[src/rtl/qwt_pkg.sv]
// ----------------------------------------------------------------------------
// qwt_pkg
// Shared types and constants for the quoted word tokenizer: request and
// result payloads, scan modes, configuration register indexes.
// ----------------------------------------------------------------------------
package qwt_pkg;

	// Default width of the per-line word counter
	localparam int COUNT_BITS_DEF = 8;

	// Special bytes
	localparam logic [7:0] CH_BACKSLASH = 8'h5C;
	localparam logic [7:0] CH_SQUOTE    = 8'h27;
	localparam logic [7:0] CH_DQUOTE    = 8'h22;
	localparam logic [7:0] CH_NUL       = 8'h00;

	// Separator register file
	localparam int         SEP_REGS      = 4;
	localparam logic [2:0] SEP_COUNT_RST = 3'd3;
	localparam logic [7:0] SEP_A_RST     = 8'd32;
	localparam logic [7:0] SEP_B_RST     = 8'd9;
	localparam logic [7:0] SEP_C_RST     = 8'd10;
	localparam logic [7:0] SEP_D_RST     = 8'd0;

	// Configuration register indexes
	typedef enum logic [2:0] {
		CFG_SEP_COUNT  = 3'd0,
		CFG_SEP_CHAR_A = 3'd1,
		CFG_SEP_CHAR_B = 3'd2,
		CFG_SEP_CHAR_C = 3'd3,
		CFG_SEP_CHAR_D = 3'd4
	} cfg_idx_t;

	// Scan modes, one-hot
	typedef enum logic [3:0] {
		MODE_PLAIN  = 4'b0001,
		MODE_SQUOTE = 4'b0010,
		MODE_DQUOTE = 4'b0100,
		MODE_ESCAPE = 4'b1000
	} mode_t;

	// Request payload
	typedef struct packed {
		logic [7:0] in_byte;
		logic       has_byte;
		logic       line_last;
	} req_t;

	// Result payload
	typedef struct packed {
		logic [7:0] out_char;
		logic       char_valid;
		logic       word_close;
		logic       line_done;
		logic       needs_more;
		logic [7:0] word_total;
	} res_t;

endpackage

[src/rtl/quoted_word_tokenizer.sv]
// ----------------------------------------------------------------------------
// quoted_word_tokenizer
// Splits a byte stream into shell-style words with single quotes, double
// quotes and backslash escapes; one result per request.
// ----------------------------------------------------------------------------
//
//  channel  direction  handshake           payload
//  in       request    in_valid/in_stall   qwt_pkg::req_t in_data
//  out      result     out_valid/out_stall qwt_pkg::res_t out_data
//  cfg      write      cfg_we              cfg_index, cfg_data
//
//  One request per cycle sustained while the result is not stalled; an
//  accepted request passes the input register, then the result register.
//  The mode update and separator compare sit between the two registers.
//  Reset restores separator defaults and puts the scanner in plain mode.
//  A stalled result holds; the input register still takes a request while
//  the result register can drain in the same cycle.
//
module quoted_word_tokenizer #(
	parameter int COUNT_BITS = qwt_pkg::COUNT_BITS_DEF
) (
	input  logic           clk,
	input  logic           arst_n,
	input  logic           in_valid,
	output logic           in_stall,
	input  qwt_pkg::req_t  in_data,
	output logic           out_valid,
	input  logic           out_stall,
	output qwt_pkg::res_t  out_data,
	input  logic           cfg_we,
	input  logic [2:0]     cfg_index,
	input  logic [7:0]     cfg_data
);

	localparam int TW = (COUNT_BITS > 8) ? COUNT_BITS : 8;

	// Configuration registers
	logic [2:0] sep_count_q;
	logic [7:0] sep_char_q [qwt_pkg::SEP_REGS];

	// Scanner state
	qwt_pkg::mode_t          mode_q;
	logic                    ret_dq_q;
	logic                    open_q;
	logic [COUNT_BITS-1:0]   cnt_q;

	// Pipeline
	logic           valid_s1;
	qwt_pkg::req_t  data_s1;
	logic           out_valid_q;
	qwt_pkg::res_t  out_data_q;

	logic out_free;
	logic adv_s1;
	logic take_in;

	// Next-state logic
	qwt_pkg::mode_t          mode_n;
	logic                    ret_dq_n;
	logic                    open_n;
	logic [COUNT_BITS-1:0]   cnt_n;
	logic                    is_sep;
	logic                    append;
	logic                    closed;
	logic                    need;
	logic [7:0]              total;
	logic [TW-1:0]           cnt_ext;
	qwt_pkg::res_t           res;

	// Handshake
	assign out_free  = !out_valid_q || !out_stall;
	assign adv_s1    = valid_s1 && out_free;
	assign in_stall  = valid_s1 && !out_free;
	assign take_in   = in_valid && !in_stall;
	assign out_valid = out_valid_q;
	assign out_data  = out_data_q;

	// Write configuration registers
	always_ff @(posedge clk or negedge arst_n) begin
		if (!arst_n) begin
			sep_count_q   <= qwt_pkg::SEP_COUNT_RST;
			sep_char_q[0] <= qwt_pkg::SEP_A_RST;
			sep_char_q[1] <= qwt_pkg::SEP_B_RST;
			sep_char_q[2] <= qwt_pkg::SEP_C_RST;
			sep_char_q[3] <= qwt_pkg::SEP_D_RST;
		end else if (cfg_we) begin
			unique case (cfg_index)
				qwt_pkg::CFG_SEP_COUNT:  sep_count_q   <= cfg_data[2:0];
				qwt_pkg::CFG_SEP_CHAR_A: sep_char_q[0] <= cfg_data;
				qwt_pkg::CFG_SEP_CHAR_B: sep_char_q[1] <= cfg_data;
				qwt_pkg::CFG_SEP_CHAR_C: sep_char_q[2] <= cfg_data;
				qwt_pkg::CFG_SEP_CHAR_D: sep_char_q[3] <= cfg_data;
				default: ;
			endcase
		end
	end

	// Match separators: NUL always, plus the enabled registers
	always_comb begin
		is_sep = (data_s1.in_byte == qwt_pkg::CH_NUL);
		for (int i = 0; i < qwt_pkg::SEP_REGS; i++) begin
			if ((sep_count_q > 3'(i)) && (sep_char_q[i] == data_s1.in_byte)) begin
				is_sep = 1'b1;
			end
		end
	end

	// Advance the scanner by one byte, then apply line end
	always_comb begin
		mode_n   = mode_q;
		ret_dq_n = ret_dq_q;
		open_n   = open_q;
		cnt_n    = cnt_q;
		append   = 1'b0;
		closed   = 1'b0;
		need     = 1'b0;
		total    = 8'd0;
		cnt_ext  = '0;

		if (data_s1.has_byte) begin
			unique case (mode_q)
				qwt_pkg::MODE_PLAIN: begin
					if (data_s1.in_byte == qwt_pkg::CH_BACKSLASH) begin
						ret_dq_n = 1'b0;
						mode_n   = qwt_pkg::MODE_ESCAPE;
					end else if (data_s1.in_byte == qwt_pkg::CH_SQUOTE) begin
						mode_n = qwt_pkg::MODE_SQUOTE;
					end else if (data_s1.in_byte == qwt_pkg::CH_DQUOTE) begin
						mode_n = qwt_pkg::MODE_DQUOTE;
					end else if (is_sep) begin
						if (open_q) begin
							closed = 1'b1;
							open_n = 1'b0;
							if (cnt_q != '1) begin
								cnt_n = cnt_q + 1'b1;
							end
						end
					end else begin
						append = 1'b1;
					end
				end
				qwt_pkg::MODE_SQUOTE: begin
					if (data_s1.in_byte == qwt_pkg::CH_SQUOTE) begin
						mode_n = qwt_pkg::MODE_PLAIN;
					end else begin
						append = 1'b1;
					end
				end
				qwt_pkg::MODE_DQUOTE: begin
					if (data_s1.in_byte == qwt_pkg::CH_BACKSLASH) begin
						ret_dq_n = 1'b1;
						mode_n   = qwt_pkg::MODE_ESCAPE;
					end else if (data_s1.in_byte == qwt_pkg::CH_DQUOTE) begin
						mode_n = qwt_pkg::MODE_PLAIN;
					end else begin
						append = 1'b1;
					end
				end
				qwt_pkg::MODE_ESCAPE: begin
					append = 1'b1;
					mode_n = ret_dq_q ? qwt_pkg::MODE_DQUOTE : qwt_pkg::MODE_PLAIN;
				end
				default: begin
					mode_n = qwt_pkg::MODE_PLAIN;
				end
			endcase
			if (append) begin
				open_n = 1'b1;
			end
		end

		// Close the open word, report the count and return to plain mode
		if (data_s1.line_last) begin
			need = (mode_n != qwt_pkg::MODE_PLAIN);
			if (open_n) begin
				closed = 1'b1;
				if (cnt_n != '1) begin
					cnt_n = cnt_n + 1'b1;
				end
			end
			cnt_ext  = TW'(cnt_n);
			total    = (cnt_ext > TW'(255)) ? 8'hFF : cnt_ext[7:0];
			mode_n   = qwt_pkg::MODE_PLAIN;
			ret_dq_n = 1'b0;
			open_n   = 1'b0;
			cnt_n    = '0;
		end

		res.out_char   = append ? data_s1.in_byte : 8'd0;
		res.char_valid = append;
		res.word_close = closed;
		res.line_done  = data_s1.line_last;
		res.needs_more = need;
		res.word_total = total;
	end

	// Control registers
	always_ff @(posedge clk or negedge arst_n) begin
		if (!arst_n) begin
			valid_s1    <= 1'b0;
			out_valid_q <= 1'b0;
			mode_q      <= qwt_pkg::MODE_PLAIN;
			ret_dq_q    <= 1'b0;
			open_q      <= 1'b0;
			cnt_q       <= '0;
		end else begin
			if (take_in) begin
				valid_s1 <= 1'b1;
			end else if (adv_s1) begin
				valid_s1 <= 1'b0;
			end
			if (out_free) begin
				out_valid_q <= valid_s1;
			end
			if (adv_s1) begin
				mode_q   <= mode_n;
				ret_dq_q <= ret_dq_n;
				open_q   <= open_n;
				cnt_q    <= cnt_n;
			end
		end
	end

	// Payload registers
	always_ff @(posedge clk) begin
		if (take_in) begin
			data_s1 <= in_data;
		end
		if (adv_s1) begin
			out_data_q <= res;
		end
	end

	// Assertions
	a_stall_only_when_full: assert property (@(posedge clk) disable iff (!arst_n)
		in_stall |-> valid_s1 && out_valid_q)
		else $error("input stalled with room in the pipeline");

	a_char_zero: assert property (@(posedge clk) disable iff (!arst_n)
		out_valid && !out_data.char_valid |-> out_data.out_char == 8'd0)
		else $error("dropped byte not zero");

	a_line_fields: assert property (@(posedge clk) disable iff (!arst_n)
		out_valid && !out_data.line_done |->
			!out_data.needs_more && out_data.word_total == 8'd0)
		else $error("line-end fields set off line end");

	a_line_reset: assert property (@(posedge clk) disable iff (!arst_n)
		adv_s1 && data_s1.line_last |=>
			mode_q == qwt_pkg::MODE_PLAIN && !open_q && cnt_q == '0 && !ret_dq_q)
		else $error("scanner not cleared after line end");

endmodule
[config.mk]
export PLATFORM = sky130hd
export DESIGN_NAME = quoted_word_tokenizer
export DESIGN_NICKNAME = d
export VERILOG_FILES = /design/src/rtl/qwt_pkg.sv /design/src/rtl/quoted_word_tokenizer.sv
export SDC_FILE = /design/constraint.sdc
export NUM_CORES = 1
export LEC_CHECK = 0
export BUFFER_PORTS_ARGS = -buffer_cell sky130_fd_sc_hd__clkbuf_2
export CAP_MARGIN = 20
export CELL_PAD_IN_SITES_DETAIL_PLACEMENT = 0
export CELL_PAD_IN_SITES_GLOBAL_PLACEMENT = 1
export CORE_ASPECT_RATIO = 0.8
export CORE_UTILIZATION = 39
export DETAILED_ROUTE_END_ITERATION = 8
export PLACE_DENSITY_LB_ADDON = 0.05
export SYNTH_ARGS = -nofsm -noshare
export SYNTH_HDL_FRONTEND = slang
export SYNTH_SLANG_ARGS = --single-unit
[constraint.sdc]
create_clock -name clk -period 3 [get_ports clk]
set_input_delay 0.45 -clock clk [delete_from_list [all_inputs] [get_ports clk]]
set_output_delay 0.45 -clock clk [all_outputs]
set_load 0.005 [all_outputs]
==> results.py, run 1 <==
metrics = {
    "grt": {
        "antenna_found_initial": 0,
        "met2_usage": 0.274,
        "use_met3": 0.0461,
        "grt_usage": 0.209,
        "met1_usage": 0.330,
        "gr-max-usage-layer": "met1",
        "overflow": 0,
        "grt_pass1_wl_microns": 17400,
        "grt_pass1_vias": 3076,
        "grt_max_degree": 52,
    },
    "finish": {
        "final_cells": 612,
        "final_layout_size_suffix_gt1_frac": 0.390,
        "syn2layout_area_growth_pct": 27.8,
        "final_nets": 495,
        "utilization": 0.522,
        "insertedDiodeCount": 0,
        "fin_area_sq_um": 5430,
        "fillers": 967,
    },
    "sta": {
        "worst_clock_skew_ps": 5.77,
        "setup-violations-final": 5,
        "period_minus_slack_ps": 3060,
        "rsz0062_at_grt": "true",
        "whs_ps": 230,
        "worst_slew_pin_slew_ps": 674,
        "max_freq_ghz": 0.327,
        "finalHoldViolations": 0,
        "finalCritPeriodShare": 1.02,
        "setup_slack_ps": -58.9,
        "tns_ps": -192,
        "report.final.slew_viol_count": 0,
        "slew_headroom": 0.551,
    },
    "floorplanning": {
        "pin_count": 48,
        "dieArea_sq_um": 11300,
        "initial_core_util": 0.408,
        "design.core.area_sq_um": 10400,
        "die_w_microns": 119,
        "rows": 33,
        "chipHeight_microns": 95.3,
    },
    "routing": {
        "vias_per_cell": 5.18,
        "postRouteAntennaNets": 0,
        "first_pass_iters": 4,
        "routed_wl_microns": 10700,
        "post-route-drc-count": 0,
        "dr.first_iter.drc_count": 180,
        "wl_per_cell_microns": 17.6,
        "vias": 3170,
    },
    "clocking": {
        "path_clk_slew_ps": 60,
        "clockBufferDepth": 2,
        "clock_sinks": 81,
        "cts_buffers": 9,
        "clock_latency_ps": 340,
        "htreeDepth": 3,
        "clockRootBuffer": "clkbuf_16",
        "cts_tree": "done",
    },
    "pwr": {
        "max-vdd-ir-drop_v": 0.000336,
        "power_density_nw_per_um2": 583,
        "leakage_nw": 2.21,
        "p_total_mw": 3.17,
    },
    "placement": {
        "dp_slack_ps": -67.5,
        "gp_congestion": 0.812,
        "dp.cells": 591,
        "port_buffers": 47,
        "dp_hpwl_microns": 7810,
        "placed_area_sq_um": 5010,
    },
    "setup_path": {
        "critPathKind": "flop to flop",
        "cp_max_fo": 7,
        "cp.required_ps": 3190,
        "r2r_setup_slack_ps": -60,
        "start_kind": "flop",
        "crit_arrival_ps": 3250,
        "critPathCaptureType": "flop",
    },
    "synth": {
        "syn_nets": 400,
        "ys_warn_count": 0,
        "synthArstFlopShare": 0.630,
        "synth.distinct_cells": 63,
        "netlist_area_sq_um": 4250,
        "synth-edff-count": 30,
        "ys_seq_elements": 81,
        "ys.flop_type": "dfrtp_1",
        "avgSynthCellArea_sq_um": 11.4,
        "seq_area_frac_synth": 0.515,
        "netlist_instances": 372,
    },
    "flow_run": {
        "max_cap_viol_count": 0,
    },
    "run_status": {
        "outcome": "finished, violations left",
        "violations": "negative setup slack",
    },
    "worst_hold_path": {
        "min_path_type": "primary input to async pin",
    },
}
worst max-delay path: stages, from the launching register on:
cell and delay, ps:
dfstp_2 540, a21oi_2 70, or4_4 550, nor4_4 200, nor3_4 120, a211oi_4 350
mux2_4 360, ha_4 170, o21a_4 150, a21oi_4 190, mux2i_1 200
cells in the mapped netlist (2+ instances only):
cell / count / share of area
and2_1: 10 / 0.015
and3_1: 2 / 0.0029
a31oi_1: 3 / 0.0044
dfstp_2: 8 / 0.049
ha_1: 2 / 0.0059
nand2b_1: 8 / 0.012
nor3b_1: 3 / 0.0053
nor3_2: 2 / 0.0047
a22o_1: 6 / 0.012
nor4_1: 5 / 0.0074
nand2_1: 30 / 0.027
or2_2: 2 / 0.0029
nor3_1: 7 / 0.0082
a21oi_1: 12 / 0.014
nor2b_1: 2 / 0.0029
buf_2: 3 / 0.0035
o21a_1: 2 / 0.0035
nor2_1: 13 / 0.011
a21o_1: 2 / 0.0035
mux2_2: 36 / 0.095
a311o_1: 2 / 0.0047
xnor2_1: 24 / 0.049
mux2i_1: 6 / 0.014
dfrtp_1: 43 / 0.25
inv_1: 9 / 0.0080
o31ai_1: 2 / 0.0035
nand3_1: 9 / 0.011
o21ai_1: 4 / 0.0047
o21ai_0: 14 / 0.016
xor2_1: 14 / 0.029
a211oi_1: 2 / 0.0035
nand3b_1: 6 / 0.011
or3_1: 4 / 0.0059
clkbuf_1: 11 / 0.0097
nand4_1: 7 / 0.010
edfxtp_1: 30 / 0.21
area by class of cell:
cell class	instances	area [sq um]	share of cell area
clock buffer	11	233	0.0429
clock inverter	5	80.1	0.0147
inverter	9	33.8	0.00622
multi-input combinational	265	2080	0.383
sequential	81	2190	0.403
tap	140	175	0.0323
timing repair buffer	101	641	0.118
power by group:
group	switching (mW)	internal, mW	total [mW]
registers	0.106	1.32	1.43
clock network	0.442	0.728	1.17
logic	0.278	0.290	0.568
total	0.826	2.34	3.17
layout by cell type (no fill, tap or decap), types with 7 or more instances in the layout:
cell	count
xnor2_1	24
nor2_1	13
nand2_1	30
o21ai_0	13
clkbuf_16	9
a21oi_1	9
dfrtp_1	43
clkbuf_2	47
nand2b_1	7
inv_1	9
and2_1	10
nand4_1	7
nand3_1	8
mux2_2	35
edfxtp_1	30
dfstp_2	8
buf_4	54
xor2_1	13
final timing paths:
check | from | end | depth (start not counted)
worst min-delay path | arst_n | sep_char_q[27] | 2
worst max register to register | sep_count_q[1] | out_data[0] | 10
max in group asynchronous | arst_n | cnt_q[3] | 2
worst min register to register | valid_s1 | out_valid | 1
worst max-delay path | sep_count_q[1] | out_data[0] | 10
min in group clk | in_data[1] | data_s1[1] | 1
routing by layer:
metal	up-vias	wire length, microns
li1	1548	-
met1	1524	5860
met2	87	4160
met3	11	597
met4	0	129
met5	-	0
flip-flops by register name, indices dropped and copies added, names as in the netlist:
| name | flops |
|---|---|
| out_valid | 1 |
| mode_q | 4 |
| cnt_q | 8 |
| sep_count_q | 3 |
| sep_char_q | 32 |
| data_s1 | 10 |
| ret_dq_q | 1 |
| valid_s1 | 1 |
| out_data | 20 |
| open_q | 1 |
kinds of logic after synthesis:
| group | count (synthesis) | synth area share |
|---|---|---|
| and+or+nand+nor | 116 | 0.151 |
| buffers and inverters | 26 | 0.0265 |
| muxes | 42 | 0.110 |
| AOI/OAI and AO/OA | 67 | 0.114 |
| xor gates and xnor gates | 38 | 0.0784 |
| adders and majority gates | 2 | 0.00589 |
| DFF | 81 | 0.515 |
repair_timing:
action,in CTS,in global routing
setup buffers,1,4
gates resized for setup,4,9
hold endpoints to repair,0,0
pin swaps,2,2
endpoints found under the setup margin,6,8
hold buffers,0,0
No activity file was read; power rests on OpenSTA's default activity.
==> run 2, diff against run 1 <==
Settings changed: BUFFER_PORTS_ARGS -buffer_cell sky130_fd_sc_hd__clkbuf_2 to default, CTS_BUF_LIST from default to sky130_fd_sc_hd__clkbuf_16, DONT_BUFFER_PORTS from default to 1.
==> results.py, run 2 (synthesized netlist as in run 1, its figures left out) <==
metrics = {
    "clocking": {
        "clock_sinks": 81,
        "cts_tree": "done",
        "clockBufferDepth": 2,
        "cts_buffers": 9,
        "clockRootBuffer": "clkbuf_16",
        "path_clk_slew_ps": 60,
        "clock_latency_ps": 340,
        "htreeDepth": 3,
    },
    "pwr": {
        "power_density_nw_per_um2": 585,
        "netSwitchingFraction": 0.257,
        "max-vdd-ir-drop_v": 0.000281,
        "combPwrFrac": 0.163,
        "pwr-share-seq": 0.464,
        "p_switching_mw": 0.803,
        "power_frac_clock": 0.373,
        "p_int_mw": 2.32,
        "leakage_nw": 2.11,
    },
    "grt": {
        "grt_pass1_vias": 3094,
        "antenna_found_initial": 0,
        "overflow": 0,
        "grt_pass1_wl_microns": 17400,
        "grt_max_degree": 52,
        "grt_usage": 0.208,
    },
    "sta": {
        "rsz0062_at_grt": "true",
        "setup_slack_ps": -4.86,
        "worst_slew_pin_slew_ps": 723,
        "worst_clock_skew_ps": 7.46,
        "report.final.slew_viol_count": 0,
        "period_minus_slack_ps": 3000,
        "finalHoldViolations": 0,
        "setup-violations-final": 3,
        "max_freq_ghz": 0.333,
        "finalCritPeriodShare": 1.00,
        "slew_headroom": 0.517,
    },
    "setup_path": {
        "start_kind": "flop",
        "crit_end": "out_data[6]",
        "timing.rr.end": "out_data[6]",
        "slowest_delay_ps": 540,
        "cp.required_ps": 3190,
        "r2r_start": "data_s1[2]",
        "crit_chain": "buf_4, or4_4, nor3_2, a31oi_2, a211oi_4, buf_6, xor2_4, ha_4, o21a_4, nor3b_4, mux2i_1",
        "crit_arrival_ps": 3190,
        "critPathCaptureType": "flop",
        "r2r_setup_slack_ps": -5,
        "cp_slowest_cell": "or4_4",
        "cp_max_fo": 7,
        "reg2reg_depth": 11,
        "crit_path_start": "data_s1[2]",
        "critPathKind": "flop to flop",
    },
    "floorplanning": {
        "dieArea_sq_um": 11300,
        "initial_core_util": 0.408,
        "die_w_microns": 119,
        "rows": 33,
        "chipHeight_microns": 95.3,
        "design.core.area_sq_um": 10400,
        "pin_count": 48,
    },
    "finish": {
        "final_layout_size_suffix_gt1_frac": 0.338,
        "insertedDiodeCount": 0,
        "final_cell_mix": "buf_4, dfrtp_1, mux2_2",
        "syn2layout_area_growth_pct": 25.6,
        "final_nets": 458,
        "layout.cells.most_common": "buf_4",
        "largest_reg_flops": 32,
        "regMostFlops": "sep_char_q",
        "fin_area_sq_um": 5340,
        "utilization": 0.513,
        "fillers": 951,
    },
    "placement": {
        "gp_congestion": 0.777,
        "port_buffers": 0,
        "placed_area_sq_um": 4800,
        "dp_hpwl_microns": 7660,
    },
    "routing": {
        "post-route-drc-count": 0,
        "postRouteAntennaNets": 0,
        "dr.first_iter.drc_count": 153,
        "vias": 2993,
        "routed_wl_microns": 10500,
        "first_pass_iters": 4,
        "vias_per_cell": 5.21,
        "wl_per_cell_microns": 18.3,
    },
    "flow_run": {
        "max_cap_viol_count": 0,
    },
    "run_status": {
        "outcome": "finished, violations left",
        "violations": "negative setup slack",
    },
    "worst_hold_path": {
        "min_path_type": "primary input to flop",
    },
}
## run 2: cell types whose count changed in the layout (fill, tap and decap cells not counted), moves of 2 or more
cell / before / now
clkbuf_1: 2 / 0
a21oi_1: 9 / 12
clkbuf_2: 47 / 0
buf_4: 54 / 61
clkinvlp_4: 2 / 0
a21oi_2: 3 / 0
## run 2: timing repair
item / in CTS / in global routing
pin swaps: 3 / 4
hold endpoints to repair: 51 / 0
endpoints found under the setup margin: 7 / 9
setup buffers: 5 / 4
gates resized for setup: 8 / 10
hold buffers: 2 / 0
## run 2: worst min path at each step
| stage | start | endpoint | depth (start not counted) |
|---|---|---|---|
| 2_1_floorplan | arst_n | cnt_q[0] | 0 |
| 3_5_place_dp | arst_n | sep_char_q[27] | 0 |
| 3_3_place_gp | arst_n | sep_char_q[27] | 0 |
| 4_1_cts | in_data[2] | data_s1[2] | 0 |
| 5_1_grt | in_data[2] | data_s1[2] | 0 |
| 6_report | in_data[8] | data_s1[8] | 0 |
## run 2: metal layers
layer  routed length [microns]  global-route usage  share of wire  up-vias
met2                      4280               0.290           0.41       61
met4                        87              0.0601         0.0083        0
met5                         0                   0              0        -
li1                          -                   -              -     1474
met3                       477              0.0556          0.045        5
met1                      5700               0.312           0.54     1453
## run 2: cell type report
cell class,instances,area (sq um),share of cell area
flip-flops and latches,81,2190,0.410
well taps,140,175,0.0328
multi-input cells,265,2120,0.398
clock buffers,9,225,0.0422
inverters,9,33.8,0.00633
repair buffers,64,507,0.0950
clock inverters,7,86.3,0.0162
## run 2: power groups by stage
stage / Clock (mW) / Combinational (mW) / Sequential (mW)
after floorplan: 0 / 0.343 / 1.42
after global placement: 0 / 0.461 / 1.46
after detailed placement: 0 / 0.462 / 1.46
after CTS: 1.20 / 0.501 / 1.45
after global routing: 1.24 / 0.563 / 1.47
final: 1.16 / 0.509 / 1.45
## run 2: stage by stage
| stage | hold slack [ps] | setup WS, ps | TNS [ps] | std cells | total power [mW] |
|---|---|---|---|---|---|
| detailed placement | 156 | -90.6 | -252 | 548 | 1.93 |
| global placement | 156 | -73.3 | -217 | 548 | 1.92 |
| global route | 181 | -175 | -833 | 575 | 3.28 |
| floorplan | 154 | 7.43 | 0 | 372 | 1.76 |
| finish | 204 | -4.86 | -7.58 | 575 | 3.12 |
| CTS | 187 | -40.4 | -110 | 571 | 3.16 |
## run 2: critical path: cells and delay by family, from the launching register on
kind	cells	cell delay, ps
XOR/XNOR	1	170
AO/OA/AOI/OAI	3	640
buffers and inverters	2	320
adder cells (fa/ha/maj)	1	150
AND/OR/NAND/NOR	3	960
flip-flops	1	420
multiplexers	1	200
==> run 3, diff against run 2 <==
Settings changed: MAX_ROUTING_LAYER from default to met4.
==> results.py, run 3 (synthesized netlist as in run 1, its figures left out) <==
metrics = {
    "clocking": {
        "cts_buffers": 9,
        "clock_latency_ps": 340,
        "clock_sinks": 81,
        "path_clk_slew_ps": 60,
        "htreeDepth": 3,
        "clockRootBuffer": "clkbuf_16",
        "cts_tree": "done",
        "clockBufferDepth": 2,
    },
    "sta": {
        "max_freq_ghz": 0.332,
        "period_minus_slack_ps": 3010,
        "worst_slew_pin_slew_ps": 734,
        "finalHoldViolations": 0,
        "rsz0062_at_grt": "true",
        "setup-violations-final": 3,
        "worst_clock_skew_ps": 10.5,
        "setup_slack_ps": -9.45,
        "report.final.slew_viol_count": 0,
        "whs_ps": 207,
        "finalCritPeriodShare": 1.00,
        "slew_headroom": 0.510,
    },
    "floorplanning": {
        "die_w_microns": 119,
        "dieArea_sq_um": 11300,
        "rows": 33,
        "design.core.area_sq_um": 10400,
        "initial_core_util": 0.408,
        "pin_count": 48,
        "chipHeight_microns": 95.3,
    },
    "setup_path": {
        "critPathCaptureType": "flop",
        "start_kind": "flop",
        "crit_chain": "xor2_1, or4_4, nor4_4, nor3_4, buf_4, a211oi_4, mux2i_4, or3_1, a41oi_1, and2_1",
        "cp_max_fo": 5,
        "cp_slowest_cell": "or4_4",
        "slowest_delay_ps": 540,
        "critPathKind": "flop to flop",
        "worst_path_dominant_cell_family": "simple AND/OR/NAND/NOR gates",
        "cp.required_ps": 3090,
        "path_buf_inv": 1,
        "crit_arrival_ps": 3100,
    },
    "finish": {
        "final_cell_mix": "buf_4, dfrtp_1, mux2_2",
        "insertedDiodeCount": 0,
        "final_layout_size_suffix_gt1_frac": 0.340,
        "largest_reg_flops": 32,
        "syn2layout_area_growth_pct": 25.9,
        "layout.cells.most_common": "buf_4",
        "final_nets": 458,
        "regMostFlops": "sep_char_q",
        "fillers": 950,
    },
    "routing": {
        "vias": 2968,
        "routed_wl_microns": 10600,
        "first_pass_iters": 4,
        "postRouteAntennaNets": 0,
        "vias_per_cell": 5.16,
        "dr.first_iter.drc_count": 148,
        "wl_per_cell_microns": 18.4,
        "post-route-drc-count": 0,
    },
    "grt": {
        "grt_pass1_wl_microns": 17300,
        "grt_max_degree": 52,
        "overflow": 0,
        "grt_usage": 0.214,
        "grt_pass1_vias": 3094,
        "antenna_found_initial": 0,
    },
    "pwr": {
        "power_density_nw_per_um2": 584,
        "leakage_nw": 2.12,
        "max-vdd-ir-drop_v": 0.000280,
    },
    "placement": {
        "dp_slack_ps": -90.6,
        "gp_congestion": 0.788,
        "dp_hpwl_microns": 7660,
        "port_buffers": 0,
    },
    "run_status": {
        "violations": "negative setup slack",
        "outcome": "finished, violations left",
    },
    "worst_hold_path": {
        "min_path_type": "primary input to flop",
    },
    "flow_run": {
        "max_cap_viol_count": 0,
    },
}
-- run 3: repair_timing --
action,CTS,global route
gates resized for setup,8,11
setup endpoints to repair,7,9
pin swaps,3,5
setup buffers,5,4
hold buffers,2,0
hold endpoints to repair,51,0
gates cloned,0,0
-- run 3: area by class of cell --
| class | instances | area, sq um | share of cell area |
|---|---|---|---|
| Sequential cell | 81 | 2190 | 0.409 |
| Tap cell | 140 | 175 | 0.0327 |
| Timing Repair Buffer | 64 | 507 | 0.0947 |
| Clock inverter | 7 | 86.3 | 0.0161 |
| Multi-Input combinational cell | 265 | 2140 | 0.399 |
| Clock buffer | 9 | 225 | 0.0421 |
| Inverter | 9 | 33.8 | 0.00631 |
-- run 3: final timing paths --
kind,from,to,slack [ps],depth (start not counted)
max,data_s1[3],out_data[4],-9,10
min,in_data[8],data_s1[8],210,0
max reg2reg,data_s1[3],out_data[4],-9,10
min reg2reg,valid_s1,out_valid,490,1
max in group asynchronous,arst_n,sep_char_q[19],2050,2
min in group asynchronous,arst_n,sep_char_q[22],670,2
-- run 3: where the power goes --
group | internal [mW] | switching (mW)
logic | 0.272 | 0.241
registers | 1.32 | 0.125
clock network | 0.723 | 0.439
-- run 3: metrics by stage --
step | setup TNS, ps | cells | util | cell area, sq um | total power, mW
6_report | -19.9 | 575 | 0.514 | 5350 | 3.12
5_1_grt | -783 | 575 | 0.514 | 5350 | 3.28
4_1_cts | -110 | 571 | 0.504 | 5250 | 3.16
3_5_place_dp | -252 | 548 | 0.462 | 4800 | 1.93
3_3_place_gp | -217 | 548 | 0.462 | 4800 | 1.92
2_1_floorplan | 0 | 372 | - | 4310 | 1.76
-- run 3: layer usage --
metal / part of all wire / global-route usage / wire [microns]
met1: 0.54 / 0.310 / 5720
met4: 0.0082 / 0.0601 / 87
met5: 0 / - / 0
met2: 0.41 / 0.291 / 4310
met3: 0.042 / 0.0550 / 443
